$ cat config.mk
export PLATFORM = sky130hd
export DESIGN_NAME = modular_exponentiation
export DESIGN_NICKNAME = d
export VERILOG_FILES = /design/src/modexp_pkg.sv /design/src/modexp_mm.sv /design/src/modular_exponentiation.sv
export SDC_FILE = /design/constraint.sdc
export NUM_CORES = 1
export LEC_CHECK = 0
export ABC_CLOCK_PERIOD_IN_PS = 12500
export BUFFER_PORTS_ARGS = -buffer_cell sky130_fd_sc_hd__buf_2
export CAP_MARGIN = 20
export CELL_PAD_IN_SITES_DETAIL_PLACEMENT = 1
export CELL_PAD_IN_SITES_GLOBAL_PLACEMENT = 1
export CORE_MARGIN = 2
export CORE_UTILIZATION = 54
export CTS_BUF_LIST = sky130_fd_sc_hd__clkbuf_4
export DETAILED_ROUTE_END_ITERATION = 7
export GPL_TIMING_DRIVEN = 0
export HOLD_SLACK_MARGIN = 0.05
export PLACE_DENSITY = 0.95
export SLEW_MARGIN = 5
export SYNTH_ARGS = -nofsm -noshare
export SYNTH_HDL_FRONTEND = slang
export SYNTH_SLANG_ARGS = --single-unit
$ cat constraint.sdc
create_clock -name clk -period 12.5 [get_ports clk]
set_input_delay 1.25 -clock clk [delete_from_list [all_inputs] [get_ports clk]]
set_output_delay 1.25 -clock clk [all_outputs]
set_load 0.03 [all_outputs]
$ cat src/modexp_pkg.sv
// ----------------------------------------------------------------------------
// modexp_pkg
// Shared types and constants for the modular exponentiation block.
// ----------------------------------------------------------------------------
package modexp_pkg;

	// Operand width used for message, exponent and modulus
	localparam int WORD_BITS = 32;
	// Port width of the data fields and the configuration data
	localparam int FIELD_BITS = 32;
	// Bit counter of the serial multiplier, holds WORD_BITS itself
	localparam int CNT_BITS = $clog2(WORD_BITS + 1);
	// Configuration register index
	localparam int CFG_IDX_BITS = 1;

	localparam logic [CFG_IDX_BITS-1:0] CFG_EXPONENT = 1'b0;
	localparam logic [CFG_IDX_BITS-1:0] CFG_MODULUS  = 1'b1;

	// Sequencer states
	typedef enum logic [2:0] {
		ST_IDLE,
		ST_REDUCE,
		ST_BIT,
		ST_MUL,
		ST_SQR,
		ST_DONE
	} state_t;

	// Request to the modular multiplier: result = a * b mod n, with a < n
	typedef struct packed {
		logic                 start;
		logic [WORD_BITS-1:0] a;
		logic [WORD_BITS-1:0] b;
	} mm_req_t;

endpackage

$ cat src/modexp_mm.sv
// ----------------------------------------------------------------------------
// modexp_mm
// Bit-serial interleaved modular multiplier. Scans b from its MSB, one bit
// per cycle: r = 2r + b[i]*a, then brought back below n. Needs a < n.
// ----------------------------------------------------------------------------
module modexp_mm import modexp_pkg::*; (
	input  logic                 clk,
	input  logic                 arst_n,
	input  mm_req_t              req,
	input  logic [WORD_BITS-1:0] n,
	output logic                 done,
	output logic [WORD_BITS-1:0] result
);

	localparam int EXT_BITS = WORD_BITS + 3;

	logic                 busy_q;
	logic                 done_q;
	logic [CNT_BITS-1:0]  cnt_q;
	logic [WORD_BITS-1:0] a_q;
	logic [WORD_BITS-1:0] b_q;
	logic [WORD_BITS-1:0] r_q;

	logic [EXT_BITS-1:0]  t;
	logic [EXT_BITS-1:0]  d1;
	logic [EXT_BITS-1:0]  d2;
	logic [WORD_BITS-1:0] r_next;

	// One step: shift, add, and subtract n at most twice (t < 3n)
	always_comb begin
		t = {2'b00, r_q, 1'b0} + (b_q[WORD_BITS-1] ? {3'b000, a_q} : '0);
		d1 = t - {3'b000, n};
		d2 = t - {2'b00, n, 1'b0};
		if (!d2[EXT_BITS-1]) begin
			r_next = d2[WORD_BITS-1:0];
		end else if (!d1[EXT_BITS-1]) begin
			r_next = d1[WORD_BITS-1:0];
		end else begin
			r_next = t[WORD_BITS-1:0];
		end
	end

	// Control: bit counter and done pulse
	always_ff @(posedge clk or negedge arst_n) begin
		if (!arst_n) begin
			busy_q <= 1'b0;
			done_q <= 1'b0;
			cnt_q  <= '0;
		end else begin
			done_q <= 1'b0;
			if (req.start) begin
				busy_q <= 1'b1;
				cnt_q  <= CNT_BITS'(WORD_BITS);
			end else if (busy_q) begin
				cnt_q <= cnt_q - 1'b1;
				if (cnt_q == CNT_BITS'(1)) begin
					busy_q <= 1'b0;
					done_q <= 1'b1;
				end
			end
		end
	end

	// Datapath: operands and partial remainder
	always_ff @(posedge clk) begin
		if (req.start) begin
			a_q <= req.a;
			b_q <= req.b;
			r_q <= '0;
		end else if (busy_q) begin
			b_q <= {b_q[WORD_BITS-2:0], 1'b0};
			r_q <= r_next;
		end
	end

	assign done   = done_q;
	assign result = r_q;

endmodule

$ cat src/modular_exponentiation.sv
// ----------------------------------------------------------------------------
// modular_exponentiation
// Computes message^exponent mod modulus by right-to-left square and multiply.
// ----------------------------------------------------------------------------
// One message is worked on at a time. An item first has its message reduced
// mod the modulus, then walks the exponent from its LSB up to its highest
// set bit: each bit costs one modular square and, when set, one modular
// multiply. The work is paced by the bit-serial modular multiplier that
// handles one multiplier bit per cycle. A zero exponent returns 1 (not
// reduced) and a zero modulus returns 0 with modulus_error set. The next
// message is taken while a finished result waits in the output register.
module modular_exponentiation import modexp_pkg::*; (
	input  logic                    clk,
	input  logic                    arst_n,
	// configuration
	input  logic                    cfg_we,
	input  logic [CFG_IDX_BITS-1:0] cfg_index,
	input  logic [FIELD_BITS-1:0]   cfg_data,
	// input channel
	input  logic                    in_valid,
	output logic                    in_ready,
	input  logic [FIELD_BITS-1:0]   message,
	// output channel
	output logic                    out_valid,
	input  logic                    out_ready,
	output logic [FIELD_BITS-1:0]   cipher_value,
	output logic                    modulus_error
);

	state_t state_q, state_d;

	logic [FIELD_BITS-1:0] exponent_q;
	logic [FIELD_BITS-1:0] modulus_q;

	logic [WORD_BITS-1:0]  base_q;
	logic [WORD_BITS-1:0]  acc_q;
	logic [WORD_BITS-1:0]  exp_q;
	logic                  err_q;

	logic                  out_valid_q;
	logic [FIELD_BITS-1:0] cipher_q;
	logic                  moderr_q;

	logic [WORD_BITS-1:0]  n_w;
	logic [WORD_BITS-1:0]  msg_w;
	logic [WORD_BITS-1:0]  exp_w;
	logic                  in_beat;
	logic                  out_load;

	mm_req_t               mm_req;
	logic                  mm_done;
	logic [WORD_BITS-1:0]  mm_result;

	assign n_w   = modulus_q[WORD_BITS-1:0];
	assign msg_w = message[WORD_BITS-1:0];
	assign exp_w = exponent_q[WORD_BITS-1:0];

	// Configuration registers
	always_ff @(posedge clk or negedge arst_n) begin
		if (!arst_n) begin
			exponent_q <= '0;
			modulus_q  <= FIELD_BITS'(1);
		end else if (cfg_we) begin
			unique case (cfg_index)
				CFG_EXPONENT: exponent_q <= cfg_data;
				CFG_MODULUS:  modulus_q  <= cfg_data;
				default:      ;
			endcase
		end
	end

	modexp_mm u_mm (
		.clk    (clk),
		.arst_n (arst_n),
		.req    (mm_req),
		.n      (n_w),
		.done   (mm_done),
		.result (mm_result)
	);

	// Next state
	always_comb begin
		state_d = state_q;
		unique case (state_q)
			ST_IDLE: begin
				if (in_valid) begin
					if (n_w == '0 || exp_w == '0) begin
						state_d = ST_DONE;
					end else begin
						state_d = ST_REDUCE;
					end
				end
			end
			ST_REDUCE: begin
				if (mm_done) state_d = ST_BIT;
			end
			ST_BIT: begin
				if (exp_q == '0) begin
					state_d = ST_DONE;
				end else if (exp_q[0]) begin
					state_d = ST_MUL;
				end else begin
					state_d = ST_SQR;
				end
			end
			ST_MUL: begin
				if (mm_done) state_d = ST_SQR;
			end
			ST_SQR: begin
				if (mm_done) state_d = ST_BIT;
			end
			ST_DONE: begin
				if (!out_valid_q || out_ready) state_d = ST_IDLE;
			end
			default: state_d = ST_IDLE;
		endcase
	end

	// Outputs of the sequencer: handshake and multiplier requests
	always_comb begin
		in_ready     = 1'b0;
		out_load     = 1'b0;
		mm_req.start = 1'b0;
		mm_req.a     = base_q;
		mm_req.b     = base_q;
		unique case (state_q)
			ST_IDLE: begin
				in_ready = 1'b1;
				// message mod n, computed as 1 * message
				mm_req.start = in_valid && n_w != '0 && exp_w != '0;
				mm_req.a     = WORD_BITS'(1);
				mm_req.b     = msg_w;
			end
			ST_BIT: begin
				mm_req.start = exp_q != '0;
				if (exp_q[0]) mm_req.b = acc_q;
			end
			ST_MUL: begin
				// square follows the multiply at once
				mm_req.start = mm_done;
			end
			ST_DONE: begin
				out_load = !out_valid_q || out_ready;
			end
			default: ;
		endcase
	end

	assign in_beat = in_valid && in_ready;

	always_ff @(posedge clk or negedge arst_n) begin
		if (!arst_n) begin
			state_q <= ST_IDLE;
		end else begin
			state_q <= state_d;
		end
	end

	// Working registers
	always_ff @(posedge clk) begin
		unique case (state_q)
			ST_IDLE: begin
				if (in_beat) begin
					exp_q <= exp_w;
					err_q <= n_w == '0;
					acc_q <= (n_w == '0) ? '0 : WORD_BITS'(1);
				end
			end
			ST_REDUCE: begin
				if (mm_done) base_q <= mm_result;
			end
			ST_MUL: begin
				if (mm_done) acc_q <= mm_result;
			end
			ST_SQR: begin
				if (mm_done) begin
					base_q <= mm_result;
					exp_q  <= exp_q >> 1;
				end
			end
			default: ;
		endcase
	end

	// Output register
	always_ff @(posedge clk or negedge arst_n) begin
		if (!arst_n) begin
			out_valid_q <= 1'b0;
		end else if (out_load) begin
			out_valid_q <= 1'b1;
		end else if (out_ready) begin
			out_valid_q <= 1'b0;
		end
	end

	always_ff @(posedge clk) begin
		if (out_load) begin
			cipher_q <= FIELD_BITS'(acc_q);
			moderr_q <= err_q;
		end
	end

	assign out_valid     = out_valid_q;
	assign cipher_value  = cipher_q;
	assign modulus_error = moderr_q;

endmodule

==> flow_metrics.py <==
metrics = {
    "setup_path": {
        "cpLargestDelayFamily": "compound AO/OA/AOI/OAI gates",
        "arrival_ns": 8.04,
        "cp_slowest_cell": "clkbuf_1",
        "critPathBufInv": 4,
        "slowest_delay_ns": 0.52,
        "cp-start-kind": "flop",
        "cp.required_ns": 13.13,
        "path_common_cell": "clkbuf_1",
        "end_kind": "flop",
        "worstSetupPathType": "reg2reg",
        "cp_max_fo": 10,
    },
    "floorplanning": {
        "die_area_mm2": 0.0343,
        "die_h_um": 185,
        "start_util_pct": 54.7,
        "die_w_um": 185,
        "ios": 105,
        "fp-row-count": 66,
        "coreArea_mm2": 0.0325,
    },
    "yosys": {
        "postSynthAreaPerCell_um2": 10.3,
        "seq_area_frac_synth_pct": 47.1,
        "syn-num-nets": 1896,
        "yosysTopAreaCellShare_pct": 32.8,
        "syn_area_mm2": 0.0178,
        "synth-async-reset-ratio_pct": 25.2,
        "synth_edf_count": 194,
        "syn_inst": 1726,
        "synth_seq_cells": 302,
        "yosysUniqueCellTypes": 73,
        "yosys.area.top_type": "edfxtp_1",
        "synth-main-ff-cell": "edfxtp_1",
        "yosysWarnings": 0,
        "synth_top_cells_by_area": "edfxtp_1 (33%), dfrtp_1 (11%), ha_1 (6.8%)",
    },
    "detailed_routing": {
        "vias": 15368,
        "wl_per_cell_um": 25.2,
        "first_pass_iters": 5,
        "postRouteAntennaNets": 0,
        "drc": 0,
        "via_per_inst": 6.35,
        "drt_iter0_drc": 1183,
        "totalWireLength_mm": 61.1,
    },
    "placement": {
        "dp.final_hpwl_mm": 45.6,
        "port_buffers": 104,
        "gp_congestion": 0.968,
    },
    "global_route": {
        "grt_first_pass_wirelength_mm": 93.8,
        "antenna_found_initial": 2,
        "grt_overflow": 0,
        "grt_max_degree": 67,
        "grt_usage_pct": 36.0,
        "grt_pass1_vias": 16553,
    },
    "sta": {
        "clock.fmax_ghz": 0.135,
        "finalSetupTns_ns": 0,
        "maxSlewViolCount": 0,
        "rsz0062_at_grt": "no",
        "relSlewSlack_pct": 34.9,
        "finClkSkew_ns": 0.0584,
        "worst-slew-pin-transition_ns": 0.976,
        "period_share_pct": 59.3,
        "setup_viol": 0,
        "finalHoldViolCount": 0,
        "period_minus_slack_ns": 7.41,
    },
    "final_layout": {
        "final_util_pct": 61.8,
        "area_growth_pct": 12.9,
        "nets": 2092,
        "drive_gt1_share_pct": 18.2,
        "fillers": 3597,
    },
    "flow_run": {
        "cap_violations": 0,
    },
    "cts": {
        "clock-root-buffer": "clkbuf_4",
        "path_clk_slew_ns": 0.07,
        "cts_tree": "yes",
        "numClockSinks": 302,
        "postCtsSetupBuffers": 0,
        "numCtsBuffers": 80,
        "ctsHoldBuffers": 0,
        "worstSkewPairLatency_ns": 0.80,
        "post_cts_resized": 0,
        "htreeDepth": 3,
        "cts_buffer_depth": 3,
    },
    "run_status": {
        "outcome": "completed",
    },
    "worst_hold_path": {
        "hp-class": "in2async",
    },
}
-- through the flow --
stage	hold WS, ns	cell area [µm²]	std cells	setup WS [ns]
floorplan	0.400	17800	1726	7.39
global placement	0.403	18800	2272	5.46
detailed placement	0.427	19000	2282	5.33
CTS	0.294	20000	2419	5.24
global route	0.306	20000	2420	4.58
finish	0.328	20000	2422	5.09
-- routing by layer --
layer / wire length [µm] / global-route usage [%]
met3: 4380 / 6.80
met5: 0 / 0
met1: 23500 / 41.5
met2: 30000 / 62.6
met4: 3210 / 20.6
-- layout by cell type (no fill, tap or decap), types with 56 or more instances in the layout --
cell type / instances
a21oi_1: 133
and2_1: 66
buf_2: 111
clkbuf_1: 62
clkbuf_4: 117
dfrtp_1: 75
edfxtp_1: 194
ha_1: 97
inv_1: 75
mux2_2: 95
nand2_1: 169
nor2_1: 70
o21ai_0: 115
xnor2_1: 56
-- worst paths after layout --
check	cells after the start	endpoint	slack [ns]	start
max	26	u_mm.result[1]	5.09	u_mm.b_q[31]
min	1	u_mm.done	0.33	arst_n
max reg2reg	26	u_mm.result[1]	5.09	u_mm.b_q[31]
min reg2reg	0	modulus_error	0.44	err_q
max in group asynchronous	2	modulus_q[2]	11.53	arst_n
min in group clk	0	modulus_error	0.44	err_q
-- sequential cells by signal, summed over array words and instances (netlist names) --
signal and flops:
acc_q 32, base_q 32, cipher_value 32, err_q 1, exp_q 32, exp_w 32
modulus_error 1, modulus_q 32, out_valid 1, state_q 3, u_mm.a_q 32, u_mm.b_q 32
u_mm.busy_q 1, u_mm.cnt_q 6, u_mm.done 1, u_mm.result 32
-- area by class of cell --
type | instances | area (µm²) | area share (%)
Clock buffer | 117 | 878 | 4.38
Antenna cell | 3 | 7.51 | 0.0375
Tap cell | 442 | 553 | 2.76
Timing Repair Buffer | 114 | 711 | 3.55
Clock inverter | 20 | 113 | 0.562
Sequential cell | 302 | 8370 | 41.8
Buffer | 81 | 314 | 1.57
Inverter | 76 | 288 | 1.44
Multi-Input combinational cell | 1267 | 8810 | 44.0
-- Yosys cell counts (7+ instances only) --
cell type and n:
edfxtp_1 194, nand2_1 170, a21oi_1 133, o21ai_0 116, ha_1 97, mux2_2 95
dfrtp_1 75, inv_1 75, nor2_1 71, and2_1 66, clkbuf_1 62, xnor2_1 56
and3_1 43, nand3b_1 34, dfxtp_1 32, o221ai_1 32, nor4_1 31, xor2_1 30
nand3_1 28, a21o_1 24, nor3_1 21, a311oi_1 18, o211ai_1 17, nand2b_1 16
o21a_1 16, o21bai_1 15, a211oi_1 14, a31oi_1 13, nand4_1 13, buf_1 12
nor2b_1 11, o22ai_1 8, buf_2 7
-- logic make-up after synthesis --
| group | count (synthesis) | share of synthesized area (%) |
|---|---|---|
| AND/OR/NAND/NOR | 523 | 15.1 |
| AO/OA/AOI/OAI | 457 | 16.5 |
| flip-flops | 302 | 47.1 |
| buffers and inverters | 157 | 3.38 |
| multiplexers | 100 | 6.31 |
| adder cells (fa/ha/maj) | 100 | 7.18 |
| XOR/XNOR | 87 | 4.33 |
-- worst reg2reg max path: cells and delay by family (launching register included) --
| family | cells | cell delay [ns] |
|---|---|---|
| buf+inv | 4 | 1.51 |
| xor+xnor | 1 | 0.42 |
| flops | 1 | 0.45 |
| simple gates | 8 | 1.74 |
| compound gates | 10 | 2.29 |
| fa+ha+maj | 3 | 0.87 |
Power is not shown: default switching activity piles up to over one toggle a cycle in this logic, so the estimate is an artifact.
